$ cat src/design/crcfcr_pkg.sv
`timescale 1ns / 1ps
`default_nettype none
// ----------------------------------------------------------------------------
// crcfcr_pkg
// Shared types, constants and the CRC-16/MODBUS byte update used by the
// framed command receiver.
// ----------------------------------------------------------------------------
package crcfcr_pkg;

  // Register map: register index = paddr[3:2].
  localparam int unsigned PADDR_W = 4;
  localparam int unsigned PDATA_W = 32;
  localparam logic [1:0] REG_HDR_FIRST  = 2'd0;
  localparam logic [1:0] REG_HDR_SECOND = 2'd1;
  localparam logic [1:0] REG_CRC_EN     = 2'd2;

  localparam logic [7:0] RST_HDR_FIRST  = 8'h00;
  localparam logic [7:0] RST_HDR_SECOND = 8'h00;
  localparam logic       RST_CRC_EN     = 1'b1;

  // CRC-16/MODBUS: init FFFF, reflected polynomial A001, no final xor.
  localparam logic [15:0] CRC_INIT = 16'hFFFF;
  localparam logic [15:0] CRC_POLY = 16'hA001;

  // Frame overhead beyond the payload length, with and without the trailer.
  localparam logic [8:0] OVH_CRC    = 9'd5;
  localparam logic [8:0] OVH_NO_CRC = 9'd3;

  // Frame layout.
  localparam int unsigned CMD_BYTES   = 5;
  localparam logic [7:0]  IDX_LEN     = 8'd2;
  localparam logic [7:0]  IDX_CMD0    = 8'd3;
  localparam logic [7:0]  MIN_FRAME   = 8'd3;

  // Command characters.
  localparam logic [7:0] CH_C = 8'h43;
  localparam logic [7:0] CH_P = 8'h50;
  localparam logic [7:0] CH_O = 8'h4F;
  localparam logic [7:0] CH_I = 8'h49;
  localparam logic [7:0] CH_A = 8'h41;

  typedef enum logic [2:0] {
    OP_CFG_PWM  = 3'd0,
    OP_CFG_OUT  = 3'd1,
    OP_CFG_IN   = 3'd2,
    OP_CFG_ADC  = 3'd3,
    OP_SET_PWM  = 3'd4,
    OP_SET_DIG  = 3'd5,
    OP_GET_DIG  = 3'd6,
    OP_GET_ADC  = 3'd7
  } op_kind_t;

  typedef struct packed {
    logic [7:0] hdr_first;
    logic [7:0] hdr_second;
    logic       crc_en;
  } cfg_t;

  typedef logic [CMD_BYTES-1:0][7:0] cmd_bytes_t;

  typedef struct packed {
    logic good;   // this byte closed a frame that passed its check
  } frm_status_t;

  typedef struct packed {
    op_kind_t    op_kind;
    logic [7:0]  pin;
    logic [7:0]  byte_value;
    logic [15:0] word_value;
  } result_t;

  function automatic logic [15:0] crc_feed(input logic [15:0] crc, input logic [7:0] b);
    logic [15:0] c;
    c = crc ^ {8'h00, b};
    for (int k = 0; k < 8; k++) begin
      c = c[0] ? ((c >> 1) ^ CRC_POLY) : (c >> 1);
    end
    return c;
  endfunction

endpackage
`default_nettype wire

$ cat src/design/crcfcr_cfg.sv
`timescale 1ns / 1ps
`default_nettype none
// ----------------------------------------------------------------------------
// crcfcr_cfg
// APB-style register block holding the header bytes and the CRC enable.
// ----------------------------------------------------------------------------
module crcfcr_cfg (
  input  wire logic                          clk,
  input  wire logic                          rst_n,
  input  wire logic                          psel,
  input  wire logic                          penable,
  input  wire logic                          pwrite,
  input  wire logic [crcfcr_pkg::PADDR_W-1:0] paddr,
  input  wire logic [crcfcr_pkg::PDATA_W-1:0] pwdata,
  output      logic [crcfcr_pkg::PDATA_W-1:0] prdata,
  output      logic                          pready,
  output      crcfcr_pkg::cfg_t              cfg
);

  crcfcr_pkg::cfg_t cfg_r, cfg_nxt;
  logic             wr_en;
  logic [1:0]       reg_idx;

  assign pready  = 1'b1;
  assign wr_en   = psel & penable & pwrite;
  assign reg_idx = paddr[3:2];

  always_comb begin
    cfg_nxt = cfg_r;
    if (wr_en) begin
      case (reg_idx)
        crcfcr_pkg::REG_HDR_FIRST:  cfg_nxt.hdr_first  = pwdata[7:0];
        crcfcr_pkg::REG_HDR_SECOND: cfg_nxt.hdr_second = pwdata[7:0];
        crcfcr_pkg::REG_CRC_EN:     cfg_nxt.crc_en     = pwdata[0];
        default:                    cfg_nxt = cfg_r;
      endcase
    end
  end

  always_ff @(posedge clk) begin
    if (!rst_n) begin
      cfg_r.hdr_first  <= crcfcr_pkg::RST_HDR_FIRST;
      cfg_r.hdr_second <= crcfcr_pkg::RST_HDR_SECOND;
      cfg_r.crc_en     <= crcfcr_pkg::RST_CRC_EN;
    end else begin
      cfg_r <= cfg_nxt;
    end
  end

  always_comb begin
    case (reg_idx)
      crcfcr_pkg::REG_HDR_FIRST:  prdata = {24'h000000, cfg_r.hdr_first};
      crcfcr_pkg::REG_HDR_SECOND: prdata = {24'h000000, cfg_r.hdr_second};
      crcfcr_pkg::REG_CRC_EN:     prdata = {31'h00000000, cfg_r.crc_en};
      default:                    prdata = '0;
    endcase
  end

  assign cfg = cfg_r;

endmodule
`default_nettype wire

$ cat src/design/crcfcr_framer.sv
`timescale 1ns / 1ps
`default_nettype none
// ----------------------------------------------------------------------------
// crcfcr_framer
// Header hunt, byte counting, running CRC and command byte capture. Works
// on one byte per cycle when step is high.
// ----------------------------------------------------------------------------
module crcfcr_framer (
  input  wire logic                    clk,
  input  wire logic                    rst_n,
  input  wire logic                    step,
  input  wire logic [7:0]              rx_byte,
  input  wire crcfcr_pkg::cfg_t        cfg,
  output      crcfcr_pkg::frm_status_t status,
  output      crcfcr_pkg::cmd_bytes_t  cmd
);

  logic [7:0]             cnt_r, cnt_nxt;
  logic [7:0]             len_r, len_nxt;
  logic [15:0]            crc_r, crc_nxt;
  logic [7:0]             rec0_r, rec0_nxt;
  logic [7:0]             rec1_r, rec1_nxt;
  crcfcr_pkg::cmd_bytes_t cmd_r, cmd_nxt;

  logic       hunting;
  logic       proceed;
  logic [7:0] cnt_inc;
  logic [8:0] target;
  logic       hit;

  assign hunting = (cnt_r == 8'd0);
  // The first header byte is only tested while hunting; a wrong second
  // header byte drops back to hunting without testing it again.
  assign proceed = !(hunting && rx_byte != cfg.hdr_first) &&
                   !(cnt_r == 8'd1 && rx_byte != cfg.hdr_second);
  assign cnt_inc = cnt_r + 8'd1;

  always_comb begin
    crc_nxt  = hunting ? crcfcr_pkg::CRC_INIT : crc_r;
    rec0_nxt = hunting ? 8'h00 : rec1_r;
    rec1_nxt = rx_byte;
    if (cnt_r >= crcfcr_pkg::IDX_LEN) begin
      crc_nxt = crcfcr_pkg::crc_feed(crc_r, rec0_r);
    end
    len_nxt = (cnt_r == crcfcr_pkg::IDX_LEN) ? rx_byte : len_r;
    for (int k = 0; k < crcfcr_pkg::CMD_BYTES; k++) begin
      cmd_nxt[k] = (cnt_r == crcfcr_pkg::IDX_CMD0 + 8'(k)) ? rx_byte : cmd_r[k];
    end
  end

  assign target = {1'b0, len_nxt} +
                  (cfg.crc_en ? crcfcr_pkg::OVH_CRC : crcfcr_pkg::OVH_NO_CRC);
  // A count that wraps to zero is below the minimum, so it never hits.
  assign hit = proceed && (cnt_inc >= crcfcr_pkg::MIN_FRAME) &&
               ({1'b0, cnt_inc} == target);

  always_comb begin
    if (!proceed || hit) begin
      cnt_nxt = 8'd0;
    end else begin
      cnt_nxt = cnt_inc;
    end
  end

  assign status.good = hit && (!cfg.crc_en || ({rec0_nxt, rec1_nxt} == crc_nxt));
  assign cmd         = cmd_nxt;

  always_ff @(posedge clk) begin
    if (!rst_n) begin
      cnt_r  <= 8'd0;
      len_r  <= 8'd0;
      crc_r  <= crcfcr_pkg::CRC_INIT;
      rec0_r <= 8'h00;
      rec1_r <= 8'h00;
      cmd_r  <= '0;
    end else if (step) begin
      cnt_r <= cnt_nxt;
      if (proceed) begin
        len_r  <= len_nxt;
        crc_r  <= crc_nxt;
        rec0_r <= rec0_nxt;
        rec1_r <= rec1_nxt;
        cmd_r  <= cmd_nxt;
      end
    end
  end

  a_hit_restarts: assert property (@(posedge clk) disable iff (!rst_n)
    (step && hit) |=> (cnt_r == 8'd0))
    else $error("framer: count not cleared after frame end");

  a_hunt_keeps_crc: assert property (@(posedge clk) disable iff (!rst_n)
    (step && hunting && rx_byte != cfg.hdr_first) |=> ($stable(crc_r) && $stable(rec1_r)))
    else $error("framer: state changed on a non-header byte while hunting");

  a_recent_tracks: assert property (@(posedge clk) disable iff (!rst_n)
    (step && proceed) |=> (rec1_r == $past(rx_byte)))
    else $error("framer: newest frame byte not captured");

endmodule
`default_nettype wire

$ cat src/design/crcfcr_decoder.sv
`timescale 1ns / 1ps
`default_nettype none
// ----------------------------------------------------------------------------
// crcfcr_decoder
// Turns the five command bytes of a frame into one command.
// ----------------------------------------------------------------------------
module crcfcr_decoder (
  input  wire crcfcr_pkg::cmd_bytes_t cmd,
  output      logic                   known,
  output      crcfcr_pkg::result_t    res
);

  always_comb begin
    known          = 1'b1;
    res.op_kind    = crcfcr_pkg::OP_CFG_PWM;
    res.pin        = cmd[1];
    res.byte_value = 8'h00;
    res.word_value = 16'h0000;
    case (cmd[0])
      crcfcr_pkg::CH_C: begin
        res.pin = cmd[2];
        case (cmd[1])
          crcfcr_pkg::CH_P: begin
            res.op_kind    = crcfcr_pkg::OP_CFG_PWM;
            res.word_value = {cmd[3], cmd[4]};
          end
          crcfcr_pkg::CH_O: res.op_kind = crcfcr_pkg::OP_CFG_OUT;
          crcfcr_pkg::CH_I: begin
            res.op_kind    = crcfcr_pkg::OP_CFG_IN;
            res.byte_value = cmd[3];
            res.word_value = {8'h00, cmd[4]};
          end
          crcfcr_pkg::CH_A: begin
            res.op_kind    = crcfcr_pkg::OP_CFG_ADC;
            res.byte_value = cmd[3];
            res.word_value = {8'h00, cmd[4]};
          end
          default: known = 1'b0;
        endcase
      end
      crcfcr_pkg::CH_P: begin
        res.op_kind    = crcfcr_pkg::OP_SET_PWM;
        res.word_value = {cmd[2], cmd[3]};
      end
      crcfcr_pkg::CH_O: begin
        res.op_kind    = crcfcr_pkg::OP_SET_DIG;
        res.byte_value = cmd[2];
      end
      crcfcr_pkg::CH_I: res.op_kind = crcfcr_pkg::OP_GET_DIG;
      crcfcr_pkg::CH_A: res.op_kind = crcfcr_pkg::OP_GET_ADC;
      default:          known = 1'b0;
    endcase
  end

endmodule
`default_nettype wire

$ cat src/design/crc_framed_command_receiver_core.sv
`timescale 1ns / 1ps
`default_nettype none
// ----------------------------------------------------------------------------
// crc_framed_command_receiver_core
// Receives framed command bytes, checks the CRC-16/MODBUS trailer if enabled
// and emits one decoded command for every good frame with a known command.
//
//   Channel   Direction  Handshake               Payload
//   in_       input      in_valid / in_stall     in_rx_byte
//   out_      output     out_valid / out_stall   out_op_kind, out_pin,
//                                                out_byte_value, out_word_value
//   config    input      psel/penable/pready     paddr, pwdata, prdata
//
// One byte is taken every cycle unless in_stall is raised. A byte is held
// in the input register; the framer, CRC update and decoder then work on it
// combinationally and load the result register, which drives the command
// outputs. Reset is synchronous and returns the framer to header hunting.
// While a result waits under out_stall, the input register holds its byte
// and in_stall is raised once that register is full.
// ----------------------------------------------------------------------------
module crc_framed_command_receiver_core (
  input  wire logic                           clk,
  input  wire logic                           rst_n,
  input  wire logic                           in_valid,
  output      logic                           in_stall,
  input  wire logic [7:0]                     in_rx_byte,
  output      logic                           out_valid,
  input  wire logic                           out_stall,
  output      logic [2:0]                     out_op_kind,
  output      logic [7:0]                     out_pin,
  output      logic [7:0]                     out_byte_value,
  output      logic [15:0]                    out_word_value,
  input  wire logic                           psel,
  input  wire logic                           penable,
  input  wire logic                           pwrite,
  input  wire logic [crcfcr_pkg::PADDR_W-1:0] paddr,
  input  wire logic [crcfcr_pkg::PDATA_W-1:0] pwdata,
  output      logic [crcfcr_pkg::PDATA_W-1:0] prdata,
  output      logic                           pready
);

  crcfcr_pkg::cfg_t        cfg;
  crcfcr_pkg::frm_status_t status;
  crcfcr_pkg::cmd_bytes_t  cmd;
  crcfcr_pkg::result_t     res;
  logic                    known;

  logic       in_valid_r, in_valid_nxt;
  logic [7:0] in_byte_r;
  logic       out_valid_r, out_valid_nxt;
  crcfcr_pkg::result_t res_r;

  logic in_acc;
  logic out_free;
  logic step;
  logic load;

  crcfcr_cfg u_cfg (
    .clk     (clk),
    .rst_n   (rst_n),
    .psel    (psel),
    .penable (penable),
    .pwrite  (pwrite),
    .paddr   (paddr),
    .pwdata  (pwdata),
    .prdata  (prdata),
    .pready  (pready),
    .cfg     (cfg)
  );

  crcfcr_framer u_framer (
    .clk     (clk),
    .rst_n   (rst_n),
    .step    (step),
    .rx_byte (in_byte_r),
    .cfg     (cfg),
    .status  (status),
    .cmd     (cmd)
  );

  crcfcr_decoder u_decoder (
    .cmd   (cmd),
    .known (known),
    .res   (res)
  );

  assign out_free = !out_valid_r || !out_stall;
  assign step     = in_valid_r && out_free;
  assign in_stall = in_valid_r && !out_free;
  assign in_acc   = in_valid && !in_stall;
  assign load     = step && status.good && known;

  always_comb begin
    in_valid_nxt = in_valid_r;
    if (in_acc) begin
      in_valid_nxt = 1'b1;
    end else if (step) begin
      in_valid_nxt = 1'b0;
    end
    out_valid_nxt = out_valid_r;
    if (out_free) begin
      out_valid_nxt = load;
    end
  end

  always_ff @(posedge clk) begin
    if (!rst_n) begin
      in_valid_r  <= 1'b0;
      out_valid_r <= 1'b0;
    end else begin
      in_valid_r  <= in_valid_nxt;
      out_valid_r <= out_valid_nxt;
    end
  end

  always_ff @(posedge clk) begin
    if (in_acc) begin
      in_byte_r <= in_rx_byte;
    end
    if (load) begin
      res_r <= res;
    end
  end

  assign out_valid      = out_valid_r;
  assign out_op_kind    = res_r.op_kind;
  assign out_pin        = res_r.pin;
  assign out_byte_value = res_r.byte_value;
  assign out_word_value = res_r.word_value;

  a_result_from_step: assert property (@(posedge clk) disable iff (!rst_n)
    $rose(out_valid_r) |-> $past(step))
    else $error("core: result appeared without a processed item");

  a_accept_fills: assert property (@(posedge clk) disable iff (!rst_n)
    in_acc |=> in_valid_r)
    else $error("core: accepted item not held in the input register");

  a_blocked_holds: assert property (@(posedge clk) disable iff (!rst_n)
    (in_valid_r && out_valid_r && out_stall) |=> (in_valid_r && $stable(in_byte_r)))
    else $error("core: waiting item lost while the result is stalled");

endmodule
`default_nettype wire
$ cat config.mk
export PLATFORM = sky130hd
export DESIGN_NAME = crc_framed_command_receiver_core
export DESIGN_NICKNAME = d
export VERILOG_FILES = /design/src/design/crcfcr_pkg.sv /design/src/design/crcfcr_cfg.sv /design/src/design/crcfcr_framer.sv /design/src/design/crcfcr_decoder.sv /design/src/design/crc_framed_command_receiver_core.sv
export SDC_FILE = /design/constraint.sdc
export NUM_CORES = 1
export LEC_CHECK = 0
export ABC_AREA = 1
export ABC_CLOCK_PERIOD_IN_PS = 5400
export BUFFER_PORTS_ARGS = -buffer_cell sky130_fd_sc_hd__buf_2
export CORE_MARGIN = 5
export CORE_UTILIZATION = 32
export DETAILED_ROUTE_END_ITERATION = 16
export PLACE_DENSITY = 0.48
export RECOVER_POWER = 100
export SLEW_MARGIN = 20
export SYNTH_ARGS = -nofsm -noshare
export SYNTH_HDL_FRONTEND = slang
export SYNTH_SLANG_ARGS = --single-unit
$ cat constraint.sdc
create_clock -name clk -period 5.4 [get_ports clk]
set_input_delay 0.27 -clock clk [delete_from_list [all_inputs] [get_ports clk]]
set_output_delay 0.27 -clock clk [all_outputs]
set_load 0.02 [all_outputs]
==> results.sh, run 1 <==
export IMPL_status="complete, but fails checks"
export IMPL_violations="capacitance limit, slew limit"
export IMPL_yosys_warnings=0
export IMPL_clock_fmax_mhz=224
export IMPL_cts_setup_buffers=0
export IMPL_clk_pin_slew_ns=0.08
export IMPL_grt_max_degree=83
export IMPL_p_sw_share_pct=28.1
export IMPL_antenna_found_initial=0
export IMPL_synth_cell_types=43
export IMPL_ant_nets=0
export IMPL_worstHoldPathType="input pin to flip-flop"
export IMPL_io_pins=121
export IMPL_die_y_um=171
export IMPL_pwr_share_seq_pct=46.3
export IMPL_end_kind="flip-flop"
export IMPL_cpMostUsedCell="nand2_1"
export IMPL_tightest_slew_ns=1.66
export IMPL_p_int_w=0.00183
export IMPL_finalMaxSlewViolations=83
export IMPL_fin_tns_setup_ns=0
export IMPL_slowest_stage="nor2_1"
export IMPL_synth_ff_type="dfxtp_1"
export IMPL_p_sw_w=0.000713
export IMPL_core_area_sq_um=25300
export IMPL_grt_pass1_wl_um=37600
export IMPL_power_frac_clock_pct=48.9
export IMPL_clk_latency_ns=0.44
export IMPL_final_common_cell="nand2_1"
export IMPL_synth_async_reset_ratio_pct=0
export IMPL_rsz0062_at_grt="false"
export IMPL_cp_slowest_stage_delay_ns=0.66
export IMPL_start_util_pct=32.7
export IMPL_wire_per_inst_um=15.4
export IMPL_crit_chain="inv_1 -> ha_1 -> nand2_1 -> nor2_1 -> nand2_1 -> o21ai_0 -> inv_1 -> fa_1 -> o21bai_1 -> nand3_1 -> nor2_1 -> nand3_1 -> nand2_1 -> nand2_1 -> nor2_1 -> nand2_1 -> nor3_1 -> nand3_1 -> a21oi_1 -> buf_4"
export IMPL_drc=0
export IMPL_grt_pass1_vias=6929
export IMPL_powerDensity_nw_per_um2=271
export IMPL_reg2reg_from="u_framer.cnt_r[0]"
export IMPL_track_usage_pct=16.5
export IMPL_grt_ovfl_total=0
export IMPL_ir_drop_mv=0.146
export IMPL_worstPathArrival_ns=4.56
export IMPL_cts_max_path_buffers=2
export IMPL_layout_common_cells="nand2_1 (359), inv_1 (110), dfxtp_1 (107), a21oi_1 (99), o21ai_0 (94)"
export IMPL_port_buffers=69
export IMPL_crit_path_start="u_framer.cnt_r[0]"
export IMPL_cts_sinks=150
export IMPL_hpwlAfterDp_um=16300
export IMPL_n_antenna_cell=0
export IMPL_dieArea_sq_um=29100
export IMPL_final_util_pct=37.1
export IMPL_pwr_share_comb_pct=4.8
export IMPL_ys_seq_area_share_pct=41.6
export IMPL_cts_tree="built"
export IMPL_cts_buffers=17
export IMPL_viasPerCell=4.85
export IMPL_timing_final_hold_violations=0
export IMPL_crit_buf_inv=3
export IMPL_leakage_nw=3.86
export IMPL_min_period_over_period_pct=82.6
export IMPL_slew_headroom_pct=-10.9
export IMPL_crit_fanout=35
export IMPL_synth_area_sq_um=8250
export IMPL_max_cap_violations=1
export IMPL_timing_final_ws_setup_ns=0.937
export IMPL_htreeDepth=4
export IMPL_crit_type="flip-flop to flip-flop"
export IMPL_min_delay_start="pwdata[0]"
export IMPL_synth_edff_count=43
export IMPL_root_buffer="clkbuf_16"
export IMPL_synth_avg_cell_area_sq_um=7.17
export IMPL_rows=58
export IMPL_skew_ns=0.0129
export IMPL_post_place_ws_ns=1.22
export IMPL_drt_total_wl_um=23900
export IMPL_cp_start_kind="flip-flop"
export IMPL_first_pass_iters=5
export IMPL_drt_iter0_drc=494
export IMPL_area_growth_syn_to_layout_pct=13.5
export IMPL_gp_congestion=0.825
export IMPL_die_w_um=171
export IMPL_drive_gt1_share_pct=8.18
export IMPL_layout_min_cycle_time_ns=4.46
export IMPL_fin_nets=1267
export IMPL_synth_seq_cells=150
export IMPL_p_total_w=0.00254
export IMPL_crit_family="simple AND/OR/NAND/NOR gates"
export IMPL_setup_viol=0
export IMPL_routed_via_count=7530
export IMPL_worstPathRequired_ns=5.50
export IMPL_synthesis_instances=1150
## metrics by stage
stage	hold slack (ns)	instances	cell area, sq um
global route	0.0920	1552	9360
CTS	0.0951	1552	9480
floorplan	0.369	1173	8330
detailed placement	0.448	1512	8780
global placement	0.440	1512	8780
finish	0.109	1552	9360
## power by group through the flow
stage	clock, W	combinational [W]	sequential (W)
3_5_place_dp	0	0.000118	0.00120
2_1_floorplan	0	0.0000883	0.00119
3_3_place_gp	0	0.000119	0.00120
4_1_cts	0.00126	0.000123	0.00118
6_report	0.00124	0.000121	0.00118
5_1_grt	0.00132	0.000134	0.00118
## routing by layer
layer	wire [um]	vias up	global-route usage [%]
met5	0	-	0
li1	-	3880	-
met3	1140	38	3.58
met2	10800	177	26.2
met1	11500	3435	22.2
met4	533	0	5.76
## cell usage after synthesis (2+ instances only)
| cell type | instances | area share (%) |
|---|---|---|
| dfxtp_1 | 107 | 26 |
| ha_1 | 6 | 0.91 |
| o22ai_1 | 23 | 1.7 |
| nand3_1 | 62 | 3.8 |
| buf_1 | 4 | 0.18 |
| a21oi_1 | 99 | 6.0 |
| nor3_1 | 5 | 0.30 |
| xor2_1 | 8 | 0.85 |
| or2_2 | 4 | 0.30 |
| clkbuf_1 | 27 | 1.2 |
| edfxtp_1 | 43 | 16 |
| inv_2 | 7 | 0.32 |
| nor2_2 | 2 | 0.15 |
| o21ai_2 | 8 | 0.85 |
| o21ai_1 | 6 | 0.36 |
| nand2_1 | 358 | 16 |
| a21oi_2 | 4 | 0.42 |
| nor2_1 | 51 | 2.3 |
| buf_4 | 27 | 2.5 |
| o21a_1 | 18 | 1.6 |
| nand2_2 | 6 | 0.46 |
| buf_6 | 2 | 0.27 |
| nor3_2 | 6 | 0.73 |
| nand4_1 | 16 | 1.2 |
| conb_1 | 2 | 0.091 |
| inv_1 | 107 | 4.9 |
| clkinv_1 | 7 | 0.32 |
| xnor2_1 | 5 | 0.53 |
| o21ai_0 | 94 | 5.7 |
| nor2_4 | 4 | 0.55 |
| o32ai_1 | 4 | 0.42 |
| nand3b_1 | 4 | 0.36 |
| o211ai_1 | 8 | 0.73 |
| buf_2 | 7 | 0.42 |
## timing repair
| item | CTS | global route |
|---|---|---|
| endpoints found under the hold margin | 8 | 0 |
| hold buffers | 8 | 0 |
| gates resized for setup | 0 | 0 |
## worst register-to-register path, cell delays in order, from the launching register on
cell and delay [ns]:
dfxtp_1 0.35, inv_1 0.15, ha_1 0.26, nand2_1 0.10
nor2_1 0.66, nand2_1 0.09, o21ai_0 0.14, inv_1 0.12
fa_1 0.42, o21bai_1 0.22, nand3_1 0.12, nor2_1 0.18
nand3_1 0.10, nand2_1 0.08, nand2_1 0.05, nor2_1 0.14
nand2_1 0.07, nor3_1 0.15, nand3_1 0.09, a21oi_1 0.20
buf_4 0.42
## registers in the layout, indices dropped and copies added (netlist names)
| register | flops |
|---|---|
| u_framer.len_r | 8 |
| u_framer.crc_r | 16 |
| out_word_value | 16 |
| u_framer.rec0_r | 8 |
| u_framer.cnt_r | 8 |
| out_byte_value | 8 |
| out_valid | 1 |
| out_op_kind | 3 |
| out_pin | 8 |
| in_byte_r | 8 |
| u_framer.cmd_r | 40 |
| in_valid_r | 1 |
| u_framer.rec1_r | 8 |
| u_cfg.cfg | 17 |
## cell families (layout without fill, tap and decap cells)
| group | after synthesis | count (layout) | share of synthesized area [%] |
|---|---|---|---|
| xor+xnor | 13 | 13 | 1.38 |
| other cells | 2 | 25 | 0.0911 |
| flops | 150 | 150 | 41.6 |
| simple gates | 523 | 523 | 27.5 |
| fa+ha+maj | 7 | 7 | 1.15 |
| compound gates | 267 | 267 | 18.2 |
| buf+inv | 188 | 237 | 10.1 |
## area by class of cell
type	instances	area [sq um]
well taps	330	413
repair buffers	84	414
clock buffers	17	425
inverters	121	454
multi-input cells	835	4030
flip-flops and latches	150	3430
fillers	2721	15900
clock inverters	15	194
## path summary, 6_finish.rpt
path	to	slack, ns	depth (start not counted)
setup / recovery	out_word_value[3]	0.94	20
hold / removal	u_cfg.cfg[1]	0.11	3
setup reg to reg	out_word_value[3]	0.94	20
hold reg to reg	u_framer.len_r[0]	0.46	2
No activity file was read; power rests on OpenSTA's default activity.
==> run 2, diff against run 1 <==
--- a/config.mk
+++ b/config.mk
@@ -6,7 +6,7 @@
 export NUM_CORES = 1
 export LEC_CHECK = 0
 export ABC_AREA = 1
-export ABC_CLOCK_PERIOD_IN_PS = 5400
+export ABC_CLOCK_PERIOD_IN_PS = 4300
 export BUFFER_PORTS_ARGS = -buffer_cell sky130_fd_sc_hd__buf_2
 export CORE_MARGIN = 5
 export CORE_UTILIZATION = 32
==> constraint.sdc (replaced) <==
create_clock -name clk -period 4.3 [get_ports clk]
set_input_delay 0.215 -clock clk [delete_from_list [all_inputs] [get_ports clk]]
set_output_delay 0.215 -clock clk [all_outputs]
set_load 0.02 [all_outputs]
==> run 2 against run 1 <==
The flow still finishes with violations (capacitance limit, slew limit); global-route usage is 0.10 points higher; register-to-register slack worse by 0.52 ns; first-iteration DRC count is 22% lower; flip-flop and latch count unchanged; total power is 24% higher; non-clock buffer count rose by 6; maximum frequency grew 15%; clock power increased by 23%; worst setup slack lost 0.52 ns; largest power group unchanged.
==> results.sh, run 2 (synthesis results as in run 1) <==
export IMPL_viasPerCell=4.78
export IMPL_cts_max_path_buffers=2
export IMPL_largest_reg_flops=40
export IMPL_rsz0062_at_grt="false"
export IMPL_crit_family="simple AND/OR/NAND/NOR gates"
export IMPL_fin_tns_setup_ns=0
export IMPL_cp_slowest_stage_delay_ns=0.79
export IMPL_regMostFlops="u_framer.cmd_r"
export IMPL_p_sw_share_pct=27.5
export IMPL_drt_total_wl_um=23900
export IMPL_final_util_pct=37.3
export IMPL_min_period_over_period_pct=90.2
export IMPL_leakage_nw=3.87
export IMPL_drc=0
export IMPL_grt_ovfl_total=0
export IMPL_cts_hold_buf=8
export IMPL_cp_start_kind="flip-flop"
export IMPL_whs_ns=0.0541
export IMPL_slew_headroom_pct=-58.6
export IMPL_wl_met3_um=1080
export IMPL_worstPathArrival_ns=4.02
export IMPL_finalMaxSlewViolations=136
export IMPL_worstHoldPathType="input pin to flip-flop"
export IMPL_wl_met1_um=11500
export IMPL_nFillCells=2753
export IMPL_port_buffers=69
export IMPL_tightest_slew_ns=2.38
export IMPL_power_frac_clock_pct=48.3
export IMPL_grt_pass1_wl_um=37400
export IMPL_slowest_stage="nor2_1"
export IMPL_cts_tree="built"
export IMPL_met2_length_um=10900
export IMPL_skew_ns=0.0145
export IMPL_crit_buf_inv=2
export IMPL_grt_max_degree=83
export IMPL_dr_max_layer_used="met4"
export IMPL_cts_resized=0
export IMPL_cts_sinks=150
export IMPL_ant_nets=0
export IMPL_timing_final_hold_violations=0
export IMPL_io_pins=121
export IMPL_first_pass_iters=5
export IMPL_die_y_um=171
export IMPL_powerDensity_nw_per_um2=335
export IMPL_violations="capacitance limit, slew limit"
export IMPL_routed_via_count=7442
export IMPL_setup_viol=0
export IMPL_layout_common_cells="nand2_1 (360), inv_1 (109), dfxtp_1 (107), a21oi_1 (99), o21ai_0 (95)"
export IMPL_crit_type="flip-flop to flip-flop"
export IMPL_hpwlAfterDp_um=16700
export IMPL_end_kind="flip-flop"
export IMPL_drive_gt1_share_pct=8.39
export IMPL_rows=58
export IMPL_pwr_share_comb_pct=5.1
export IMPL_cts_buffers=17
export IMPL_drt_iter0_drc=386
export IMPL_ir_drop_mv=0.184
export IMPL_clk_latency_ns=0.44
export IMPL_cts_setup_buffers=0
export IMPL_cpMostUsedCell="nand2_1"
export IMPL_final_common_cell="nand2_1"
export IMPL_track_usage_pct=16.6
export IMPL_status="complete, but fails checks"
export IMPL_gp_congestion=0.792
export IMPL_crit_fanout=16
export IMPL_p_int_w=0.00229
export IMPL_layout_min_cycle_time_ns=3.88
export IMPL_n_antenna_cell=0
export IMPL_crit_chain="clkinv_1 -> nor2_1 -> nand2_1 -> nor2_1 -> o21ai_0 -> nand2_1 -> nor3_1 -> nand2_1 -> inv_1 -> o21ai_1 -> o22ai_1"
export IMPL_pwr_share_seq_pct=46.6
export IMPL_root_buffer="clkbuf_16"
export IMPL_p_sw_w=0.000869
export IMPL_wire_per_inst_um=15.3
export IMPL_max_cap_violations=2
export IMPL_grt_pass1_vias=6909
export IMPL_clk_pin_slew_ns=0.08
export IMPL_dieArea_sq_um=29100
export IMPL_worstPathRequired_ns=4.44
export IMPL_area_growth_syn_to_layout_pct=14.1
export IMPL_clock_fmax_mhz=258
export IMPL_p_total_w=0.00316
export IMPL_antenna_found_initial=0
export IMPL_htreeDepth=4
export IMPL_rrSetupSlack_ns=0.42
export IMPL_start_util_pct=32.7
export IMPL_die_w_um=171
export IMPL_core_area_sq_um=25300
export IMPL_fin_nets=1273
==> run 2: cell count changes in the layout (fill, tap and decap cells not counted), sizes merged <==
| cell | change |
|---|---|
| buf | +4 |
| clkbuf | +2 |
| clkinv | -1 |
| clkinvlp | +1 |
==> run 2: layout make-up <==
cell class	instances	area, sq um	share of cell area (%)
well taps	330	413	4.39
repair buffers	90	465	4.95
flip-flops and latches	150	3430	36.5
multi-input cells	835	4040	43.0
clock inverters	15	178	1.89
clock buffers	17	425	4.52
inverters	121	454	4.83
==> run 2: final timing paths <==
path                                          from                  to  depth (start not counted)
worst max-delay path             u_framer.cnt_r[2]   out_word_value[0]                         11
worst min-delay path                     pwdata[0]        u_cfg.cfg[1]                          3
worst max register to register   u_framer.cnt_r[2]   out_word_value[0]                         11
worst min register to register  u_framer.cmd_r[14]  u_framer.cmd_r[14]                          2
==> run 2: metrics by stage <==
stage | instance area, sq um | std cells | worst slack (ns)
3_5_place_dp | 8840 | 1518 | 0.544
5_1_grt | 9410 | 1558 | 0.0730
4_1_cts | 9520 | 1558 | 0.509
2_1_floorplan | 8340 | 1173 | 0.224
6_report | 9410 | 1558 | 0.421
3_3_place_gp | 8840 | 1518 | 0.522
==> run 2: layer usage <==
layer  up-vias  GRT usage, %
met5         -             0
met2       161          26.4
met1      3362          22.3
met3        31          4.23
li1       3888             -
met4         0          4.76
==> run 2: tightest hold or removal path: stages <==
cell and delay, ns:
buf_2 0.07, inv_1 0.05, a21oi_1 0.11
==> run 2: power by group through the flow <==
stage,sequential [W],clock (W),combinational (W)
2_1_floorplan,0.00150,0,0.000111
5_1_grt,0.00147,0.00162,0.000179
4_1_cts,0.00147,0.00156,0.000163
6_report,0.00147,0.00152,0.000161
3_5_place_dp,0.00150,0,0.000157
3_3_place_gp,0.00150,0,0.000156
